$ cat config.mk
export PLATFORM = sky130hd
export DESIGN_NAME = zcf_page_split
export DESIGN_NICKNAME = d
export VERILOG_FILES = /design/src/sv/zcf_pkg.sv /design/src/sv/zcf_page_split.sv
export SDC_FILE = /design/constraint.sdc
export NUM_CORES = 1
export LEC_CHECK = 0
export ABC_AREA = 0
export BUFFER_PORTS_ARGS = -buffer_cell sky130_fd_sc_hd__clkbuf_2
export CELL_PAD_IN_SITES_DETAIL_PLACEMENT = 0
export CELL_PAD_IN_SITES_GLOBAL_PLACEMENT = 2
export CORE_MARGIN = 2
export CORE_UTILIZATION = 25
export DETAILED_ROUTE_END_ITERATION = 6
export PLACE_DENSITY = 0.78
export SYNTH_ARGS = -nofsm -noshare
export SYNTH_HDL_FRONTEND = slang
export SYNTH_SLANG_ARGS = --single-unit
$ cat constraint.sdc
create_clock -name clk_i -period 0.8 [get_ports clk_i]
set_clock_uncertainty 0.1 [all_clocks]
set_input_delay 0.04 -clock clk_i [delete_from_list [all_inputs] [get_ports clk_i]]
set_output_delay 0.04 -clock clk_i [all_outputs]
set_load 0.05 [all_outputs]
$ cat src/sv/zcf_pkg.sv
// shared types, constants and helpers of the z-machine call frame unit
package zcf_pkg;

  localparam int unsigned STACK_DEPTH = 1024;
  localparam int unsigned PAGE_BYTES  = 512;

  localparam int unsigned AW    = $clog2(STACK_DEPTH);
  localparam int unsigned SP_W  = $clog2(STACK_DEPTH + 1);
  localparam int unsigned FP_W  = 17;
  localparam int unsigned PC_W  = 20;
  localparam int unsigned WORD_W = 16;

  localparam int unsigned FRAME_WORDS = 4;
  localparam int unsigned KIND_BIT    = 8;
  localparam logic [3:0]  LAST_CODE_DEFAULT_VERSION = 4'd4;

  localparam int unsigned RECIP_SHIFT = 32;
  localparam int unsigned RECIP_W     = RECIP_SHIFT + 1;
  localparam logic [RECIP_W-1:0] PAGE_RECIP =
    RECIP_W'((64'd1 << RECIP_SHIFT) / 64'(PAGE_BYTES));

  localparam logic [1:0] CFG_STORY_VERSION = 2'd0;
  localparam logic [1:0] CFG_ADDRESS_SCALE = 2'd1;

  typedef enum logic [2:0] {
    CMD_RESTART = 3'd0,
    CMD_CALL    = 3'd1,
    CMD_LOCAL   = 3'd2,
    CMD_RETURN  = 3'd3,
    CMD_CATCH   = 3'd4,
    CMD_THROW   = 3'd5,
    CMD_CHECK   = 3'd6,
    CMD_JUMP    = 3'd7
  } cmd_e;

  typedef enum logic [1:0] {
    ERR_NONE     = 2'd0,
    ERR_NO_FRAME = 2'd1,
    ERR_OVERFLOW = 2'd2
  } err_e;

  typedef enum logic [3:0] {
    ST_IDLE,
    ST_CALL0,
    ST_CALL1,
    ST_CALL2,
    ST_CALL3,
    ST_POP1,
    ST_POP2,
    ST_POP3,
    ST_POP4,
    ST_CHECK,
    ST_FINISH
  } state_e;

  typedef struct packed {
    cmd_e        command;
    logic [15:0] address;
    logic        call_kind;
    logic [2:0]  arg_count;
    logic [3:0]  local_count;
    logic [15:0] value;
    logic [15:0] default_value;
    logic [9:0]  frame_index;
  } zcf_in_t;

  typedef struct packed {
    logic [19:0] new_pc;
    logic        store_valid;
    logic [15:0] store_value;
    logic        branch_taken;
    err_e        error_code;
  } zcf_out_t;

  function automatic logic frame_ok(input logic [FP_W-1:0] fp);
    logic [FP_W-1:0] top;
    top = fp + FP_W'(FRAME_WORDS);
    return top < FP_W'(STACK_DEPTH);
  endfunction

endpackage

$ cat src/sv/zcf_page_split.sv
// two-stage split of the program counter into page and offset
module zcf_page_split import zcf_pkg::*; (
  input  logic              clk_i,
  input  logic [PC_W-1:0]   pc_i,
  output logic [WORD_W-1:0] page_o,
  output logic [WORD_W-1:0] off_o
);

  logic [PC_W+RECIP_W-1:0] prod;
  logic [PC_W-1:0]         quot_q;
  logic [PC_W-1:0]         pc1_q;
  logic [PC_W-1:0]         rem;

  assign prod = (PC_W+RECIP_W)'(pc_i) * (PC_W+RECIP_W)'(PAGE_RECIP);
  assign rem  = pc1_q - quot_q * PC_W'(PAGE_BYTES);

  always_ff @(posedge clk_i) begin
    quot_q <= prod[RECIP_SHIFT +: PC_W];
    pc1_q  <= pc_i;
    if (rem >= PC_W'(PAGE_BYTES)) begin
      page_o <= WORD_W'(quot_q + PC_W'(1));
      off_o  <= WORD_W'(rem - PC_W'(PAGE_BYTES));
    end else begin
      page_o <= WORD_W'(quot_q);
      off_o  <= WORD_W'(rem);
    end
  end

endmodule

# Word level (Yosys, flattened, before mapping)
# Cells that the tools add are included.
[classes]
add_sub_neg = 3
order_cmp = 1
muxes = 2
[op_table]
columns = ["op", "count"]
rows = [
  ["20-bit by 10-bit greater-or-equal comparator with 1-bit output (second input constant)", 1],
  ["20-bit subtractor", 1],
  ["16-bit 2-to-1 mux", 1],
  ["16-bit by 10-bit subtractor with 16-bit output (second input constant)", 1],
  ["11-bit by 1-bit adder with 12-bit output (second input constant)", 1],
  ["11-bit 2-to-1 mux", 1],
]
[word_totals]
reg_bits = 59
in_bits = 21

# Longest topological paths before layout
# Gate-level depths: netlist of the first run.
[depth]
word_depth = 3
ltp_mapped = 1
mapped_depth_nobuf = 0

# Worst setup path before layout of the first run
# OpenSTA, ideal clock, no wires.
[synth_path]
path_type = "register to output"
startpoint = "register off_o[0]"
endpoint = "output off_o[0]"
arrival_time_ps = 587
required_time_ps = 660
path_slack_ps = 73
path_stages_with_launch = 1
path_buffers = 0
cell_sequence = "dfxtp_1"
[synth_rtl]
columns = ["element", "line", "text"]
rows = [
  ["start, declared", "zcf_page_split.sv:6", "output logic [WORD_W-1:0] off_o"],
  ["start signal, assigned", "zcf_page_split.sv:22", "off_o <= WORD_W'(rem - PC_W'(PAGE_BYTES));"],
  ["start signal, assigned", "zcf_page_split.sv:25", "off_o <= WORD_W'(rem);"],
]
# No word-level cell between the ends.

# Worst setup path in the final report of the first run
[layout_path]
startpoint = "register off_o[7]"
endpoint = "output off_o[7]"
# No word-level cell between the ends.

==> results.md, run 1 <==
- # DRC: 0
- Critical path data arrival time: 840 ps
- Area Overhead vs Synth: 86.2%
- RSZ-0062 raised after global routing: yes
- Peak VDD IR: around 970 uV
- Crit-path cells: clkbuf_16
- Worst setup margin: -182 ps
- LEAKAGE: 0.763 nW
- Pin count of the biggest net entering global routing: 13
- Total GRT Usage: 8.06%
- Cell Int Power: 0.00303 W
- Depth of the CTS H-tree: 2
- Clk Latency, worst-skew pair: about 330 ps
- Post-CTS Setup Inserts: 0
- Crit start category: flip-flop
- Vias in the first global route: 582
- Crit path max fanout: 1
- Avg Inst Size Synth: between 15 and 20 sq um
- Violated checks: setup timing
- Core Region: 0.00339 sq mm
- Die Width: 63.8 microns
- Via count: 545
- Clock Path Buffers: 2
- Crit Path Class: reg2out
- Number of antenna violations at the first check in global routing: 0
- Mapped cell area: 895 sq um
- Status: finished with violations
- Hold/Removal Path Class: reg2reg
- Final core utilization: 49.1%
- R2R depth: 0
- Hold depth: 0
- Layout cells sized above 1: 55.8%
- DR iter-0 viols: 6
- Sequential Power Share: 53.9%
- Buf/Inv on CP: 1
- Clk Tree Root Cell: clkbuf_4
- Routed len/inst: ~8.9 microns
- Worst path required time: 660 ps
- Comb power frac: roughly 15%
- Worst R2R Setup Slack: roughly 290 ps
- Initial Utilization: 26.4%
- Critical Path Stages: 1
- Yosys warning count: 0
- CTS tree: yes
- Final ANT Viol Nets: 0
- Hold slack: 233 ps
- FF+latch count, synth: 40
- Power density cells: between 2000 and 2500 mW/mm^2
- Place WS: slightly below 90 ps
- Post-DP HPWL: 963 microns
- Area of the die: 0.00407 sq mm
- Placer Congestion: 0.597
- Final setup violation count: 20
- Unique cell type count in the Yosys netlist: 3
- First-pass GRT wire length: between 2000 and 2500 microns
- TritonRoute pass-1 iters: 2
- CP peak stage delay: between 300 and 400 ps
- Setup TNS: -3160 ps
- Grt ovf: 0
- Sw frac: 24.4%
- CP delay by family, top: flip-flops
- ANT cells: 0
- Non-Filler Instances: 166
- Final slew viol count: 0
- Min Tclk post-route: 982 ps
- Die Y: 63.8 microns
- Vias per cell: 3.28
- Fin. Hold Viols: 0
- Core Rows: 21
- Worst-path clk slew: 110 ps
- Switching pwr: about 0.00098 W
- Slowest cell on the critical path: dfxtp_2
- Nets@finish: 140
- Final cycle utilization of the critical path: 123%
- I/O Buffers: 40
- Cts bufs inserted: 5
- Boundary pin count: 53
- Worst Setup End Kind: primary output
- Proportion of power drawn by the clock network: 30.7%
- Drt total wl: 1480 microns
- Post-synthesis instance total: 53
- F_max: 1020 MHz
- Max Cap Viol: 0
- Clk sinks: 40
- Placed instance count: 138
- Seq/Total Area, Yosys: between 80 and 90%
-- stage by stage --
step / cell area, sq um / total power (W)
final: 1670 / 0.00400
after CTS: 1650 / 0.00404
after floorplan: 936 / 0.00252
after detailed placement: 1100 / 0.00258
after global routing: 1670 / 0.00418
after global placement: 1100 / 0.00257
-- cell usage in the layout, fill, tap and decap left out --
cell type | synthesis | routed
bufinv_16 | 0 | 1
conb_1 | 1 | 12
dfxtp_2 | 0 | 20
buf_8 | 0 | 14
clkbuf_4 | 0 | 5
dfxtp_1 | 40 | 20
clkbuf_2 | 0 | 20
clkbuf_16 | 0 | 6
clkbuf_1 | 0 | 1
dlygate4sd3_1 | 0 | 20
clkinv_2 | 0 | 1
-- layer usage --
metal	share of wire, %	GRT usage (%)	up-vias
met5	0	0	-
met2	56	15.1	33
met3	9.9	4.58	3
met1	32	6.20	241
met4	1.5	4.89	0
li1	-	-	268
-- synthesized netlist by cell type --
master | number | area (sq um)
conb_1 | 1 | 3.75
dfxtp_1 | 40 | 801
buf_4 | 12 | 90.1
-- worst paths after layout --
kind / start / endpoint
worst min-delay path: pc1_q[9] / page_o[0]
worst max register to register: pc1_q[14] / page_o[5]
worst max-delay path: off_o[7] / off_o[7]
worst min register to register: pc1_q[9] / page_o[0]
-- power groups by stage --
stage	Clock (W)	Sequential, W	Combinational [W]
4_1_cts	0.00129	0.00215	0.000599
3_5_place_dp	0	0.00217	0.000409
6_report	0.00123	0.00216	0.000617
3_3_place_gp	0	0.00216	0.000408
2_1_floorplan	0	0.00235	0.000168
5_1_grt	0.00138	0.00217	0.000637
-- flip-flops by register name, indices dropped and copies added (netlist names) --
| name | count |
|---|---|
| quot_q | 1 |
| pc1_q | 19 |
| page_o | 11 |
| off_o | 9 |
-- cell families (layout without fill, tap and decap cells) --
group                  after synthesis  count (layout)  synth area share (%)
DFF                                 40              40                  89.5
other                                1              12                 0.419
buffers and inverters               12              68                  10.1
-- what timing repair did --
action / 4_1_cts / 5_1_grt
endpoints found under the setup margin: 20 / 20
endpoints found under the hold margin: 20 / 0
hold buffers: 20 / 0
resized for setup: 66 / 14
pin swaps: 0 / 0
-- final cells by class --
type                            count  area [sq um]
Tap cell                           46          57.6
Sequential cell                    40           826
Fill cell                         291          1720
Clock buffer                        6          41.3
Multi-Input combinational cell     12          45.0
Clock inverter                      2          35.0
Timing Repair Buffer               60           661
(Power assumes the default switching activity.)
==> run 2: changes to the inputs <==
--- a/config.mk
+++ b/config.mk
@@ -6,13 +6,15 @@
 export NUM_CORES = 1
 export LEC_CHECK = 0
 export ABC_AREA = 0
-export BUFFER_PORTS_ARGS = -buffer_cell sky130_fd_sc_hd__clkbuf_2
+export ABC_CLOCK_PERIOD_IN_PS = 800
 export CELL_PAD_IN_SITES_DETAIL_PLACEMENT = 0
 export CELL_PAD_IN_SITES_GLOBAL_PLACEMENT = 2
 export CORE_MARGIN = 2
-export CORE_UTILIZATION = 25
+export CORE_UTILIZATION = 34
 export DETAILED_ROUTE_END_ITERATION = 6
-export PLACE_DENSITY = 0.78
+export DONT_BUFFER_PORTS = 1
+export PLACE_DENSITY = 0.73
+export SKIP_CTS_REPAIR_TIMING = 1
 export SYNTH_ARGS = -nofsm -noshare
 export SYNTH_HDL_FRONTEND = slang
 export SYNTH_SLANG_ARGS = --single-unit
==> run 2 against run 1 <==
Effect of this change:
- the run still ends with setup timing left
- cell count decreased by 22%
- sequential cell count unchanged
- die area decreased by 25%
- critical path type unchanged
- critical endpoint is now off_o[4]
- largest cell class unchanged
- largest power group unchanged
- highest routed layer unchanged
==> results.md, run 2 (synthesis results as in run 1) <==
- Status: finished with violations
- Violated checks: setup timing
- Placer Congestion: 0.658 (+10%)
- Core Rows: 18 (-14%)
- Crit-path cells: buf_12
- Max layer used: met4
- Hold Startpoint: pc_i[10]
- Worst setup margin: -185 ps (-2.26 ps)
- Reg-to-reg endpoint: off_o[6]
- Fin. Hold Viols: 0 (unchanged)
- Worst R2R Setup Slack: 290 ps (about the same)
- Critical path data arrival time: 840 ps (about the same)
- RSZ-0062 raised after global routing: yes
- Nets@finish: 120 (-14%)
- Worst hold endpoint: pc1_q[10]
- Crit start category: flip-flop
- Final core utilization: 64.7% (+16 points)
- DR iter-0 viols: 2 (-4)
- Met1 Wirelength: 461 microns (-2.7%)
- Drt total wl: 1370 microns (-7.0%)
- Die Y: 55.3 microns (-13%)
- Non-Filler Instances: 130 (-22%)
- Cts bufs inserted: 5 (unchanged)
- CTS tree: yes
- Worst path required time: 660 ps (about the same)
- Crit Path Class: reg2out
- Commonest cells after routing, fill and taps aside: 20 x dlygate4sd3_1, 20 x dfxtp_2, 20 x dfxtp_1, 20 x buf_12, 12 x conb_1
- Initial Utilization: 36.1% (+9.7 points)
- Area of the die: 0.00306 sq mm (-25%)
- Area Overhead vs Synth: 79.3%
- Boundary pin count: 53 (unchanged)
- Routed len/inst: 10.6 microns (+19%)
- Max Cap Viol: 0 (unchanged)
- Vias in the first global route: 343 (-41%)
- Placed instance count: 102 (-26%)
- Vias per cell: 3.63 (+11%)
- Place WS: 167 ps (+80.1 ps)
- Core Region: 0.00248 sq mm (-27%)
- F_max: 1020 MHz (-0.23%)
- CP delay by family, top: flip-flops
- Final ANT Viol Nets: 0 (unchanged)
- # DRC: 0 (unchanged)
- R2R depth: 0 (unchanged)
- Power density cells: 2610 mW/mm^2 (+8.4%)
- Hold/Removal Path Class: in2reg
- Crit path max fanout: 1 (unchanged)
- Via count: 472 (-13%)
- Max reg flops: 19 (unchanged)
- Worst Setup End Kind: primary output
- ANT cells: 0 (unchanged)
- Hold slack: 140 ps (-93.1 ps)
- Hold depth: 1 (+1)
- CP peak stage delay: 370 ps (+20 ps)
- Total GRT Usage: 8.39% (+0.33 points)
- Final setup violation count: 20 (unchanged)
- Die Width: 55.3 microns (-13%)
- Reg-to-Reg Start: pc1_q[6]
- Grt ovf: 0 (unchanged)
- I/O Buffers: 0 (-100%)
- Depth of the CTS H-tree: 2 (unchanged)
- Final slew viol count: 0 (unchanged)
- DR WL met3: 199 microns (+36%)
- LEAKAGE: 0.700 nW (-8.3%)
- Clk Tree Root Cell: clkbuf_4
- Top Registers: pc1_q: 19 flops, page_o: 11 flops, off_o: 9 flops
- Clock Path Buffers: 2 (unchanged)
- Clk Latency, worst-skew pair: 330 ps (about the same)
- Peak VDD IR: 1860 uV (+92%)
- First-pass GRT wire length: 1680 microns (-28%)
- Largest Register: pc1_q
- Final cycle utilization of the critical path: 123% (+0.28 points)
- DR WL met2: 683 microns (-18%)
- Slowest cell on the critical path: dfxtp_2
- Layout cells sized above 1: 48.0% (-7.8 points)
- Buf/Inv on CP: 1 (unchanged)
- Worst-path clk slew: 100 ps (about the same)
- Clk sinks: 40 (unchanged)
- Min Tclk post-route: 985 ps (+2.26 ps)
- Number of antenna violations at the first check in global routing: 0 (unchanged)
- Pin count of the biggest net entering global routing: 13 (unchanged)
- TritonRoute pass-1 iters: 2 (unchanged)
==> run 2: per-layer routing <==
layer  up-vias  track usage, %
met3         3            8.67
met4         0            5.23
met1       206            7.93
li1        227               -
met5         -               0
met2        36            11.1
==> run 2: worst max path at each step <==
stage	startpoint	to	slack, ps	depth (start not counted)
after floorplan	off_o[0]	off_o[0]	70	0
after global placement	page_o[0]	page_o[0]	180	1
after detailed placement	page_o[1]	page_o[1]	170	1
after CTS	off_o[7]	off_o[7]	-230	1
after global routing	off_o[4]	off_o[4]	-230	1
final	off_o[4]	off_o[4]	-180	1
==> run 2: layout make-up <==
type	count	area (sq um)
sequential	40	826
clock inverter	1	30.0
timing repair buffer	40	601
clock buffer	7	65.1
tap	30	37.5
multi-input combinational	12	45.0
fill	185	873
==> run 2: stage by stage <==
| step | setup TNS [ps] | area (sq um) | total power, W |
|---|---|---|---|
| floorplan | 0 | 936 | 0.00252 |
| global placement | 0 | 1280 | 0.00272 |
| detailed placement | 0 | 1280 | 0.00273 |
| CTS | -4300 | 1380 | 0.00415 |
| global route | -4150 | 1600 | 0.00433 |
| finish | -3280 | 1600 | 0.00418 |
==> run 2: power breakdown <==
part	internal, W	switching [W]	total (W)
Combinational	0.000262	0.000344	0.000606
Sequential	0.00211	0.0000537	0.00216
Clock	0.000829	0.000581	0.00141
Total	0.00320	0.000979	0.00418
==> run 3: changes to the inputs <==
--- a/config.mk
+++ b/config.mk
@@ -14,7 +14,6 @@
 export DETAILED_ROUTE_END_ITERATION = 6
 export DONT_BUFFER_PORTS = 1
 export PLACE_DENSITY = 0.73
-export SKIP_CTS_REPAIR_TIMING = 1
 export SYNTH_ARGS = -nofsm -noshare
 export SYNTH_HDL_FRONTEND = slang
 export SYNTH_SLANG_ARGS = --single-unit
==> run 3 against run 2 <==
Effect of this change:
- the flow still finishes with violations (setup timing)
- maximum frequency about the same
- sequential power about the same
- sequential cell count unchanged
- via count unchanged
- register-to-register slack is essentially flat
- critical path depth unchanged
- global-route usage is 1.6 points higher
- highest routed layer unchanged
==> results.md, run 3 (synthesis results as in run 1) <==
- Via count: 472 (unchanged)
- Crit start category: flip-flop
- Hold depth: 1 (unchanged)
- Clock Path Buffers: 2 (unchanged)
- CP peak stage delay: 370 ps (about the same)
- Drt total wl: 1370 microns (-0.22%)
- Buf/Inv on CP: 1 (unchanged)
- Post-CTS Setup Inserts: 0
- Worst Setup End Kind: primary output
- Filler instances: 184 (-0.54%)
- Commonest cells after routing, fill and taps aside: 20 x dlygate4sd3_1, 20 x dfxtp_2, 20 x dfxtp_1, 20 x buf_12, 12 x conb_1
- Crit path max fanout: 1 (unchanged)
- Nets@finish: 120 (unchanged)
- Hold/Removal Path Class: in2reg
- Number of antenna violations at the first check in global routing: 0 (unchanged)
- Depth of the CTS H-tree: 2 (unchanged)
- Critical path data arrival time: 840 ps (about the same)
- Fin. Hold Viols: 0 (unchanged)
- Grt ovf: 0 (unchanged)
- Vias per cell: 3.63 (unchanged)
- Core Rows: 18 (unchanged)
- Crit-path cells: buf_12
- CTS tree: yes
- LEAKAGE: 0.700 nW (unchanged)
- Power density cells: 2600 mW/mm^2 (about the same)
- Worst hold endpoint: quot_q[10]
- I/O Buffers: 0 (unchanged)
- Area Overhead vs Synth: 79.3% (unchanged)
- Setup TNS: -3270 ps (+5.02 ps)
- Violated checks: setup timing
- Crit Path Class: reg2out
- Clk Tree Root Cell: clkbuf_4
- Worst-path clk slew: 100 ps (about the same)
- Initial Utilization: 36.1% (unchanged)
- CP delay by family, top: flip-flops
- Area of the die: 0.00306 sq mm (unchanged)
- Clk sinks: 40 (unchanged)
- F_max: 1020 MHz (about the same)
- Final cycle utilization of the critical path: 123% (about the same)
- RSZ-0062 raised after global routing: yes
- Cts bufs inserted: 5 (unchanged)
- First-pass GRT wire length: 2080 microns (+24%)
- DR iter-0 viols: 3 (+1)
- Worst setup margin: -185 ps (-0.0770 ps)
- Largest Register: pc1_q
- ANT cells: 0 (unchanged)
- Total Power: 0.00418 W (about the same)
- Final slew viol count: 0 (unchanged)
- Vias in the first global route: 423 (+23%)
- Final ANT Viol Nets: 0 (unchanged)
- TritonRoute pass-1 iters: 2 (unchanged)
- Die Y: 55.3 microns (unchanged)
- # DRC: 0 (unchanged)
- Placer Congestion: 0.658 (unchanged)
- Slowest cell on the critical path: dfxtp_2
- Final setup violation count: 20 (unchanged)
- Reg-to-Reg Start: pc1_q[6]
- Max reg flops: 19 (unchanged)
- Place WS: 167 ps (unchanged)
- Status: finished with violations
- Max Cap Viol: 0 (unchanged)
- Peak VDD IR: 1850 uV (about the same)
- Worst path required time: 660 ps (about the same)
- Routed len/inst: 10.5 microns (-0.22%)
- Pin count of the biggest net entering global routing: 13 (unchanged)
- Hold Startpoint: pc_i[19]
- Layout cells sized above 1: 48.0% (unchanged)
- Core Region: 0.00248 sq mm (unchanged)
- R2R depth: 0 (unchanged)
- Reg-to-reg endpoint: off_o[6]
- Worst R2R Setup Slack: 290 ps (about the same)
- Min Tclk post-route: 985 ps (+0.0770 ps)
- Clk Latency, worst-skew pair: 330 ps (about the same)
- Total GRT Usage: 9.96% (+1.6 points)
- Boundary pin count: 53 (unchanged)
- Final core utilization: 64.7% (unchanged)
- Top Registers: pc1_q: 19 flops, page_o: 11 flops, off_o: 9 flops
- Die Width: 55.3 microns (unchanged)
==> run 3: metal layers <==
layer	vias to the layer above	GRT usage, %	routed length, microns	share of wire [%]
met2	36	15.5	683	50
met1	206	8.51	465	34
met5	-	0	0	0
li1	227	-	-	-
met3	3	9.13	192	14
met4	0	5.23	28	2.0
==> run 3: where the power goes <==
part	switching [W]	internal [W]	total, W
logic	0.000344	0.000262	0.000606
clock network	0.000580	0.000829	0.00141
registers	0.0000537	0.00211	0.00216
==> run 3: per-stage QoR <==
| stage | hold WS (ps) | instances | area (sq um) |
|---|---|---|---|
| after floorplan | -32.3 | 64 | 936 |
| after detailed placement | -32.2 | 102 | 1280 |
| after CTS | 117 | 130 | 1600 |
| after global routing | 113 | 130 | 1600 |
| final | 140 | 130 | 1600 |
| after global placement | -32.2 | 102 | 1280 |
==> run 3: how the worst max path moves through the flow <==
| stage | start | endpoint | slack, ps | cells after the start |
|---|---|---|---|---|
| 6_report | off_o[4] | off_o[4] | -180 | 1 |
| 5_1_grt | off_o[4] | off_o[4] | -230 | 1 |
| 4_1_cts | off_o[7] | off_o[7] | -200 | 1 |
| 3_5_place_dp | page_o[1] | page_o[1] | 170 | 1 |
| 3_3_place_gp | page_o[0] | page_o[0] | 180 | 1 |
| 2_1_floorplan | off_o[0] | off_o[0] | 70 | 0 |
==> run 3: cell type report <==
cell class	instances	area (sq um)	area share, %
Clock buffer	7	65.1	4.06
Clock inverter	1	30.0	1.87
Multi-Input combinational cell	12	45.0	2.81
Sequential cell	40	826	51.5
Tap cell	30	37.5	2.34
Timing Repair Buffer	40	601	37.4
==> run 3: repair_timing <==
action	in CTS	in global routing
hold buffers	20	0
endpoints found under the hold margin	20	0
resized for setup	20	0
endpoints found under the setup margin	20	20
